**src/design/kct_pkg.sv**
```systemverilog
// Shared types, constants and helpers for the keyed cover table.
// Used by the top level, the compare unit and the checker; kct_ram stands alone.
package kct_pkg;

    localparam int TABLE_ENTRIES = 16;
    localparam int IDX_W   = (TABLE_ENTRIES > 1) ? $clog2(TABLE_ENTRIES) : 1;
    localparam int CNT_W   = $clog2(TABLE_ENTRIES + 1);
    localparam int KEY_W   = 16;
    localparam int TIME_W  = 40;
    localparam int EXP_W   = TIME_W + 1;
    localparam int OCC_W   = 5;
    localparam int OCC_MAX = (1 << OCC_W) - 1;

    typedef enum logic [1:0] {
        CMD_SET    = 2'd0,
        CMD_REMOVE = 2'd1,
        CMD_EXPIRE = 2'd2,
        CMD_LOOKUP = 2'd3
    } t_cmd;

    typedef struct packed {
        t_cmd              command;
        logic [9:0]        country_id;
        logic [5:0]        marker_id;
        logic [TIME_W-1:0] start_ms;
        logic [TIME_W-1:0] valid_for_ms;
        logic [TIME_W-1:0] now_ms;
    } t_in_item;

    typedef struct packed {
        logic             hit;
        logic             status;
        logic [OCC_W-1:0] occupancy;
    } t_out_item;

    typedef struct packed {
        logic [KEY_W-1:0] key;
        logic [EXP_W-1:0] expiry;
    } t_entry;

    localparam int ENTRY_W = $bits(t_entry);

    typedef struct packed {
        logic key_eq;
        logic expired;
    } t_cmp_res;

    typedef enum logic [1:0] {
        ST_IDLE,
        ST_SCAN,
        ST_FINISH
    } t_state;

    // Clamp an entry count to what the occupancy field can show.
    function automatic logic [OCC_W-1:0] sat_occ(logic [CNT_W-1:0] c);
        logic [OCC_W-1:0] r;
        if (32'(c) > 32'(OCC_MAX)) begin
            r = OCC_W'(OCC_MAX);
        end else begin
            r = OCC_W'(c);
        end
        return r;
    endfunction

endpackage

```
**src/design/kct_ram.sv**
```systemverilog
// Generic single-write, single-read RAM with registered read data.
// Stands alone; no package needed.
module kct_ram #(
    parameter int WIDTH = 8,
    parameter int DEPTH = 16
) (
    input  logic                                         i_clk,
    input  logic                                         i_we,
    input  logic [((DEPTH > 1) ? $clog2(DEPTH) : 1)-1:0] i_waddr,
    input  logic [WIDTH-1:0]                             i_wdata,
    input  logic [((DEPTH > 1) ? $clog2(DEPTH) : 1)-1:0] i_raddr,
    output logic [WIDTH-1:0]                             o_rdata
);

    logic [WIDTH-1:0] r_mem [DEPTH];

    always_ff @(posedge i_clk) begin
        if (i_we) begin
            r_mem[i_waddr] <= i_wdata;
        end
        o_rdata <= r_mem[i_raddr];
    end

endmodule

```
**src/design/kct_cmp.sv**
```systemverilog
// Shared compare unit: key equality and expiry test on one stored entry.
// Depends on kct_pkg.
module kct_cmp (
    input  kct_pkg::t_entry                i_entry,
    input  logic [kct_pkg::KEY_W-1:0]      i_key,
    input  logic [kct_pkg::TIME_W-1:0]     i_now,
    output kct_pkg::t_cmp_res              o_res
);
    import kct_pkg::*;

    always_comb begin
        o_res.key_eq  = (i_entry.key == i_key);
        // expiry equal to now counts as expired
        o_res.expired = (i_entry.expiry <= {1'b0, i_now});
    end

endmodule

```
**src/design/keyed_cover_table_with_expiry.sv**
```systemverilog
// Top level of the keyed cover table: sequencer, valid bits and counters.
// Depends on kct_pkg, kct_ram and kct_cmp.
//
// For each command the sequencer walks the entry memory one entry per
// cycle through its single registered read port and the one shared
// compare unit, then, in its finish state, places a new entry for a set
// command if a slot is free and forms the result. busy is high from the
// cycle after acceptance until the result shows; o_result holds the result
// until the next one, o_done marks it for exactly one cycle and cannot be
// held off, so capture it then. busy is already low in that cycle, so the
// next command may be started there.
module keyed_cover_table_with_expiry (
    input  logic               i_clk,
    input  logic               i_rst_n,
    input  logic               start,
    output logic               busy,
    input  kct_pkg::t_in_item  i_item,
    output logic               o_done,
    output kct_pkg::t_out_item o_result
);
    import kct_pkg::*;

    t_state             r_state, n_state;
    t_cmd               r_cmd, n_cmd;
    logic [KEY_W-1:0]   r_key, n_key;
    logic [EXP_W-1:0]   r_expiry, n_expiry;
    logic [TIME_W-1:0]  r_now, n_now;
    logic [CNT_W-1:0]   r_issue, n_issue;
    logic               r_chk_pend, n_chk_pend;
    logic [IDX_W-1:0]   r_chk_idx, n_chk_idx;
    logic [TABLE_ENTRIES-1:0] r_valid, n_valid;
    logic [CNT_W-1:0]   r_occ, n_occ;
    logic               r_hit, n_hit;
    logic               r_slot_found, n_slot_found;
    logic [IDX_W-1:0]   r_slot, n_slot;
    logic               r_done, n_done;
    t_out_item          r_result, n_result;

    t_entry             rd_entry;
    t_entry             wr_entry;
    logic               ram_we;
    logic [IDX_W-1:0]   rd_addr;
    t_cmp_res           cmp;

    logic               ent_live;
    logic               key_match;
    logic               do_clear;
    logic               is_free;
    logic               accept;
    logic [CNT_W-1:0]   occ_after;

    assign accept = start && !busy;
    assign busy   = (r_state != ST_IDLE);

    assign rd_addr        = r_issue[IDX_W-1:0];
    assign wr_entry.key    = r_key;
    assign wr_entry.expiry = r_expiry;
    assign ram_we = (r_state == ST_FINISH) && (r_cmd == CMD_SET) && r_slot_found;

    kct_ram #(
        .WIDTH (ENTRY_W),
        .DEPTH (TABLE_ENTRIES)
    ) u_ram (
        .i_clk   (i_clk),
        .i_we    (ram_we),
        .i_waddr (r_slot),
        .i_wdata (wr_entry),
        .i_raddr (rd_addr),
        .o_rdata (rd_entry)
    );

    kct_cmp u_cmp (
        .i_entry (rd_entry),
        .i_key   (r_key),
        .i_now   (r_now),
        .o_res   (cmp)
    );

    always_comb begin
        ent_live  = r_chk_pend && r_valid[r_chk_idx];
        key_match = ent_live && cmp.key_eq;
        case (r_cmd)
            CMD_SET, CMD_REMOVE: do_clear = key_match;
            CMD_EXPIRE:          do_clear = ent_live && cmp.expired;
            default:             do_clear = 1'b0;
        endcase
        // a slot is free once any same-key entry in it has been dropped
        is_free   = r_chk_pend && (!r_valid[r_chk_idx] || key_match);
        occ_after = r_occ + CNT_W'(ram_we);
    end

    always_comb begin
        n_state      = r_state;
        n_cmd        = r_cmd;
        n_key        = r_key;
        n_expiry     = r_expiry;
        n_now        = r_now;
        n_issue      = r_issue;
        n_chk_pend   = r_chk_pend;
        n_chk_idx    = r_chk_idx;
        n_valid      = r_valid;
        n_occ        = r_occ;
        n_hit        = r_hit;
        n_slot_found = r_slot_found;
        n_slot       = r_slot;
        n_done       = 1'b0;
        n_result     = r_result;

        case (r_state)
            ST_IDLE: begin
                if (accept) begin
                    n_cmd        = i_item.command;
                    n_key        = {i_item.country_id, i_item.marker_id};
                    n_expiry     = {1'b0, i_item.start_ms} + {1'b0, i_item.valid_for_ms};
                    n_now        = i_item.now_ms;
                    n_issue      = '0;
                    n_chk_pend   = 1'b0;
                    n_hit        = 1'b0;
                    n_slot_found = 1'b0;
                    n_state      = ST_SCAN;
                end
            end
            ST_SCAN: begin
                // issue the next read while checking the entry read last cycle
                if (32'(r_issue) != TABLE_ENTRIES) begin
                    n_issue    = r_issue + 1'b1;
                    n_chk_pend = 1'b1;
                    n_chk_idx  = r_issue[IDX_W-1:0];
                end else begin
                    n_chk_pend = 1'b0;
                    if (!r_chk_pend) begin
                        n_state = ST_FINISH;
                    end
                end
                if (key_match) begin
                    n_hit = 1'b1;
                end
                if (do_clear) begin
                    n_valid[r_chk_idx] = 1'b0;
                    n_occ              = r_occ - 1'b1;
                end
                if ((r_cmd == CMD_SET) && is_free && !r_slot_found) begin
                    n_slot_found = 1'b1;
                    n_slot       = r_chk_idx;
                end
            end
            ST_FINISH: begin
                if (ram_we) begin
                    n_valid[r_slot] = 1'b1;
                end
                n_occ              = occ_after;
                n_done             = 1'b1;
                n_result.hit       = r_hit;
                n_result.status    = (r_cmd == CMD_SET) && !r_slot_found;
                n_result.occupancy = sat_occ(occ_after);
                n_state            = ST_IDLE;
            end
            default: begin
                n_state = ST_IDLE;
            end
        endcase
    end

    always_ff @(posedge i_clk) begin
        if (!i_rst_n) begin
            r_state    <= ST_IDLE;
            r_valid    <= '0;
            r_occ      <= '0;
            r_done     <= 1'b0;
            r_chk_pend <= 1'b0;
        end else begin
            r_state    <= n_state;
            r_valid    <= n_valid;
            r_occ      <= n_occ;
            r_done     <= n_done;
            r_chk_pend <= n_chk_pend;
        end
    end

    always_ff @(posedge i_clk) begin
        r_cmd        <= n_cmd;
        r_key        <= n_key;
        r_expiry     <= n_expiry;
        r_now        <= n_now;
        r_issue      <= n_issue;
        r_chk_idx    <= n_chk_idx;
        r_hit        <= n_hit;
        r_slot_found <= n_slot_found;
        r_slot       <= n_slot;
        r_result     <= n_result;
    end

    assign o_done   = r_done;
    assign o_result = r_result;

endmodule

```
**config.mk**
```make
export PLATFORM = sky130hd
export DESIGN_NAME = keyed_cover_table_with_expiry
export DESIGN_NICKNAME = d
export VERILOG_FILES = /design/src/design/kct_pkg.sv /design/src/design/kct_ram.sv /design/src/design/kct_cmp.sv /design/src/design/keyed_cover_table_with_expiry.sv
export SDC_FILE = /design/constraint.sdc
export NUM_CORES = 1
export LEC_CHECK = 0
export ABC_AREA = 1
export BUFFER_PORTS_ARGS = -buffer_cell sky130_fd_sc_hd__buf_2
export CAP_MARGIN = 40
export CORE_ASPECT_RATIO = 1.25
export CORE_MARGIN = 5
export CORE_UTILIZATION = 28
export DETAILED_ROUTE_END_ITERATION = 8
export GPL_ROUTABILITY_DRIVEN = 0
export HOLD_SLACK_MARGIN = 0.08
export PLACE_DENSITY = 0.43
export RECOVER_POWER = 50
export SLEW_MARGIN = 5
export SYNTH_ARGS = -nofsm -noshare
export SYNTH_HDL_FRONTEND = slang
export SYNTH_SLANG_ARGS = --single-unit
```
**constraint.sdc**
```tcl
create_clock -name i_clk -period 9.9 [get_ports i_clk]
set_clock_uncertainty 0.1 [all_clocks]
set_input_delay 1.98 -clock i_clk [delete_from_list [all_inputs] [get_ports i_clk]]
set_output_delay 1.98 -clock i_clk [all_outputs]
set_load 0.05 [all_outputs]
```
==> flow_summary.yaml, run 1 <==
critical_path:
  start_kind: "register"
  required_ns: 10.14
  crit_fanout: 35
  arrival_ns: 7.00
  worstSetupPathType: "register to register"
  cp-end-kind: "register"
clock_tree:
  cts_setup_buffers: 0
  clock_path_buffers: 3
  clock_latency_ns: 0.74
  h-tree-depth: 3
  numCtsBuffers: 111
  ctsResizeCount: 0
  cts_tree: "done"
  clk_pin_slew_ns: 0.06
  postCtsHoldBufs: 0
  cts.sinks: 1115
  cts-root-buf: "clkbuf_16"
synth:
  yosysWarnings: 0
  synth.top_cells.by_count: "edfxtp_1, nor2_1, o21ai_0"
  yosysTopAreaCell: "edfxtp_1"
  synth-seq-cells: 1115
  yosysMostFrequentCell: "edfxtp_1"
  synth_cell_types: 44
  synth_edf_count: 1033
  synth_nets: 3932
  synth.cell_area_um2: 45540
  synth.top_cell.area_share: 0.6812
  ys_top_cells_by_area: "edfxtp_1, o21ai_0, nor2_1"
  seq_area_frac_synth: 0.7173
  synth.avg_cell_area_um2: 12.29
  syn_inst: 3705
  synth-async-reset-ratio: 0
  synth_ff_type: "edfxtp_1"
routing:
  drtAntennaViolNets: 0
  drt_iter0_markers: 2074
  vias: 29130
  routed_wl_mm: 135.2
  drc: 0
  drt-vias-per-instance: 4.765
  drtPass1Iterations: 5
  wl_per_cell_um: 22.12
layout:
  fillers: 16380
  nNetsFinal: 4069
  stdcell_area_um2: 52680
  area_growth_pct: 15.68
  drive_gt1_frac: 0.1036
  fin_util: 0.3254
  instances_no_fill: 6114
grt:
  grt_pass1_wl_mm: 196.2
  antenna_found_initial: 12
  grt_remaining_overflow: 0
  grt_pass1_vias: 29040
  grtUsageTotal: 0.1547
  grt_max_degree: 192
floorplanning:
  core_area_um2: 161900
  row_count: 165
  fp.dieH_um: 460.9
  die_area_um2: 170800
  die_w_um: 370.7
  initial_core_util: 0.2813
  io_pins: 150
pwr:
  leakagePower_nw: 18.00
  ir_drop_mv: 0.2107
  power_density_nw_per_um2: 286.6
timing:
  hold_violations: 0
  finalSetupViolations: 0
  whs_ns: 0.3340
  max_freq_mhz: 148.1
  rsz0062_at_grt: "no"
  timing.final.crit_share: 0.6823
  tightest_slew_ns: 2.881
  slew_violations: 226
  setup_tns_ns: 0
  slew_headroom: -0.9206
  period_needed_ns: 6.754
min_path:
  hp-class: "register to register"
place:
  placedInstanceArea_um2: 49140
  dp_hpwl_mm: 73.53
  dp.cells: 5900
  io_buffers: 149
run_status:
  status: "finished with violations"
  violations: "max-capacitance violations, max-slew violations"
flow_run:
  maxCapViolations: 8
through the flow:
stage | power (mW) | worst slack (ns)
floorplan | 9.260 | 2.259
global placement | 10.95 | 4.969
detailed placement | 11.06 | 4.970
CTS | 15.32 | 5.446
global route | 15.97 | 2.687
finish | 15.10 | 3.146
routing by layer:
metal / GRT usage / up-vias / routed length [um]
met5: 0 / - / 104
met2: 0.2653 / 592 / 65940
met3: 0.02009 / 166 / 5155
met1: 0.2054 / 14620 / 60920
met4: 0.04474 / 16 / 3123
li1: - / 13740 / -
layout by cell type, fill, tap and decap left out, types with 11 or more instances in the layout:
master | Yosys | routed
nand3_1 | 127 | 127
nand2_1 | 387 | 387
inv_1 | 189 | 190
clkinv_1 | 1 | 18
nor2_1 | 615 | 601
nor2_2 | 12 | 11
o221ai_1 | 92 | 92
edfxtp_1 | 1033 | 1033
o21ai_0 | 498 | 498
clkbuf_8 | 0 | 11
ha_1 | 85 | 85
buf_4 | 1 | 46
o22ai_1 | 137 | 137
nor2_4 | 1 | 16
xor2_1 | 39 | 39
o211ai_1 | 25 | 25
clkinv_2 | 0 | 20
clkbuf_1 | 177 | 46
dfxtp_1 | 82 | 82
clkbuf_16 | 0 | 113
a31oi_1 | 20 | 20
buf_2 | 7 | 147
a21oi_1 | 89 | 89
power breakdown:
group          internal, mW  switching (mW)
combinational          1.17            2.79
sequential             6.18           0.736
clock                  2.40            1.83
total                  9.74            5.35
area by class of cell:
cell class	instances	area (um^2)	area share
clock buffer	157	3103	0.05891
tap	2171	2716	0.05157
antenna	3	7.507	0.0001425
timing repair buffer	219	1458	0.02767
sequential	1115	32660	0.6200
inverter	194	743.2	0.01411
clock inverter	54	513.0	0.009739
multi-input combinational	2201	11470	0.2178
state kept, by name, summed over array words and instances, names as in the netlist, 5 cells and up:
name           count
r_key             16
r_issue            5
o_result           7
r_expiry          41
r_occ              5
r_valid           16
u_ram.o_rdata     57
u_ram.r_mem      912
r_now             40
final timing paths:
kind / start / end / slack (ns) / depth (start not counted)
worst max register to register: r_state[1]$_SDFFE_PN0P_ / u_ram.r_mem[6][2]$_DFFE_PP_ / 3.15 / 8
worst max-delay path: r_state[1]$_SDFFE_PN0P_ / u_ram.r_mem[6][2]$_DFFE_PP_ / 3.15 / 8
worst min register to register: r_hit$_DFFE_PP_ / o_result[6]$_DFFE_PP_ / 0.33 / 0
worst min-delay path: r_hit$_DFFE_PP_ / o_result[6]$_DFFE_PP_ / 0.33 / 0
critical path, cell delays in order, from the launching register on:
cell and delay [ns]:
dfxtp_1 0.35, clkinv_1 0.07, nor2_1 0.97, inv_1 0.77, nor3_1 0.51, inv_1 0.62, nor2_4 0.23, clkbuf_1 1.77
buf_4 0.89
logic make-up after synthesis:
group	count (synthesis)	share of synthesized area
AO/OA/AOI/OAI	896	0.1136
buffers and inverters	389	0.03319
adder cells (fa/ha/maj)	86	0.02380
XOR/XNOR	48	0.009232
AND/OR/NAND/NOR	1171	0.1029
flip-flops	1115	0.7173
(Power assumes the default switching activity.)
==> run 2, diff against run 1 <==
--- a/config.mk
+++ b/config.mk
@@ -5,7 +5,7 @@
 export SDC_FILE = /design/constraint.sdc
 export NUM_CORES = 1
 export LEC_CHECK = 0
-export ABC_AREA = 1
+export ABC_AREA = 0
 export BUFFER_PORTS_ARGS = -buffer_cell sky130_fd_sc_hd__buf_2
 export CAP_MARGIN = 40
 export CORE_ASPECT_RATIO = 1.25
==> constraint.sdc (replaced) <==
create_clock -name i_clk -period 6.45 [get_ports i_clk]
set_clock_uncertainty 0.1 [all_clocks]
set_input_delay 1.29 -clock i_clk [delete_from_list [all_inputs] [get_ports i_clk]]
set_output_delay 1.29 -clock i_clk [all_outputs]
set_load 0.05 [all_outputs]
==> run 2 against run 1 <==
  * Sequential power grew 25%
  * Synthesized cell count down 44%
  * The run still ends with max-capacitance violations, max-slew violations left
  * Wire length down 20%
==> flow_summary.yaml, run 2 <==
timing:
  slew_headroom: -1.289
  finalSetupViolations: 0
  slew_violations: 303
  whs_ns: 0.3384
  hold_violations: 0
  period_needed_ns: 4.764
  max_freq_mhz: 209.9
  setup_tns_ns: 0
  rsz0062_at_grt: "no"
  timing.final.crit_share: 0.7385
  worst_slack_ns: 1.686
  tightest_slew_ns: 3.434
place:
  place_ws_ns: 1.205
  io_buffers: 149
  dp_hpwl_mm: 57.32
  placedInstanceArea_um2: 47140
min_path:
  hp-class: "register to register"
floorplanning:
  die_w_um: 362.8
  die_area_um2: 163600
  core_area_um2: 154300
  io_pins: 150
  fp.dieH_um: 451.0
  initial_core_util: 0.2823
  row_count: 161
critical_path:
  required_ns: 6.88
  max_stage_delay_ns: 2.13
  cp_top_family: "buffers and inverters"
  worstSetupPathType: "register to register"
  regToRegSetupSlack_ns: 1.69
  crit_path_cell_trace: "clkbuf_2 > buf_4 > mux4_2 > mux4_2"
  critPathBufInv: 2
  start_kind: "register"
  arrival_ns: 5.19
  cp_common_cell: "mux4_2"
  slowest_stage: "clkbuf_2"
  cp-end-kind: "register"
  crit_fanout: 87
grt:
  grt_remaining_overflow: 0
  grt_max_degree: 103
  grt_pass1_vias: 22630
  grtUsageTotal: 0.1321
  antenna_found_initial: 2
  grt_pass1_wl_mm: 157.4
clock_tree:
  postCtsHoldBufs: 0
  clock_path_buffers: 3
  numCtsBuffers: 112
  h-tree-depth: 3
  ctsResizeCount: 0
  cts_setup_buffers: 0
  clk_pin_slew_ns: 0.06
  cts_tree: "done"
  cts-root-buf: "clkbuf_16"
  clock_latency_ns: 0.70
  cts.sinks: 1115
routing:
  drc: 0
  drt_iter0_markers: 1447
  wl_per_cell_um: 24.57
  drtAntennaViolNets: 0
  wl_met1_mm: 46.37
  maxUsedRoutingLayer: "met4"
  wl_met2_mm: 55.95
  routed_wl_mm: 108.7
  vias: 20660
  route.met3.wl_mm: 3.720
  drt-vias-per-instance: 4.668
  drtPass1Iterations: 5
layout:
  largest_reg_flops: 912
  fin_util: 0.3297
  final_common_cell: "edfxtp_1"
  mostFrequentLayoutCells: "edfxtp_1, mux4_2, buf_2"
  reg.largest.list: "u_ram.r_mem (912), u_ram.o_rdata (57), r_expiry (41)"
  fillers: 14800
  area_growth_pct: 16.78
  registers.top_by_ff_count: "u_ram.r_mem"
  stdcell_area_um2: 50880
  nNetsFinal: 2518
  drive_gt1_frac: 0.2798
synth:
  synth.avg_cell_area_um2: 21.11
  yosysTopAreaCell: "edfxtp_1"
  synth-async-reset-ratio: 0
  synth_ff_type: "edfxtp_1"
  synth.top_cell.area_share: 0.7120
  seq_area_frac_synth: 0.7497
  synth_nets: 2291
  synth_edf_count: 1033
  ys_top_cells_by_area: "edfxtp_1, mux4_2, dfxtp_1"
  syn_inst: 2064
  yosysWarnings: 0
  synth-seq-cells: 1115
  yosysMostFrequentCell: "edfxtp_1"
  synth.cell_area_um2: 43570
  synth.top_cells.by_count: "edfxtp_1, mux4_2, ha_1"
  synth_cell_types: 68
pwr:
  ir_drop_mv: 0.2413
  power_density_nw_per_um2: 344.0
  leakagePower_nw: 16.54
run_status:
  violations: "max-capacitance violations, max-slew violations"
  status: "finished with violations"
flow_run:
  maxCapViolations: 7
run 2: cell types whose count changed after synthesis, moves of 90 or more:
| cell | change |
|---|---|
| inv_1 | -127 |
| nand2_1 | -358 |
| o21ai_0 | -468 |
| o221ai_1 | -90 |
| nand3_1 | -108 |
| clkbuf_1 | -119 |
| mux4_2 | +290 |
| nor2_1 | -556 |
| o22ai_1 | -137 |
run 2: final timing paths:
kind | end | depth (start not counted) | start
setup / recovery | u_ram.o_rdata[19]$_DFF_P_ | 4 | r_issue[1]$_SDFFCE_PN0P_
hold / removal | o_result[6]$_DFFE_PP_ | 0 | r_hit$_DFFE_PP_
setup reg to reg | u_ram.o_rdata[19]$_DFF_P_ | 4 | r_issue[1]$_SDFFCE_PN0P_
hold reg to reg | o_result[6]$_DFFE_PP_ | 0 | r_hit$_DFFE_PP_
run 2: cell type report:
cell class | count | area (um^2) | share of cell area
Timing Repair Buffer | 190 | 1144 | 0.02248
Sequential cell | 1115 | 32660 | 0.6420
Inverter | 62 | 234.0 | 0.004599
Multi-Input combinational cell | 810 | 10490 | 0.2062
Antenna cell | 1 | 2.502 | 0.00004918
Clock buffer | 142 | 3112 | 0.06116
Clock inverter | 68 | 686.9 | 0.01350
Tap cell | 2037 | 2549 | 0.05009
run 2: cells by family after synthesis:
| group | synth area share |
|---|---|
| simple gates | 0.02283 |
| fa+ha+maj | 0.02487 |
| xor+xnor | 0.01166 |
| mux | 0.1504 |
| buf+inv | 0.01206 |
| flops | 0.7497 |
| compound gates | 0.02849 |
run 2: power by group:
| group | switching, mW | internal (mW) | total [mW] |
|---|---|---|---|
| clock network | 2.72 | 3.95 | 6.67 |
| logic | 1.09 | 1.10 | 2.19 |
| registers | 0.315 | 8.33 | 8.64 |
run 2: metrics by stage:
| stage | power [mW] | cells |
|---|---|---|
| global placement | 10.97 | 4212 |
| global route | 18.28 | 4425 |
| floorplan | 10.21 | 2064 |
| CTS | 17.76 | 4424 |
| detailed placement | 11.01 | 4214 |
| finish | 17.50 | 4425 |
run 2: layer usage:
metal	vias to the layer above	GRT usage
met5	-	0
met4	0	0.04142
met3	141	0.01601
met2	420	0.2318
met1	11070	0.1707
li1	9021	-
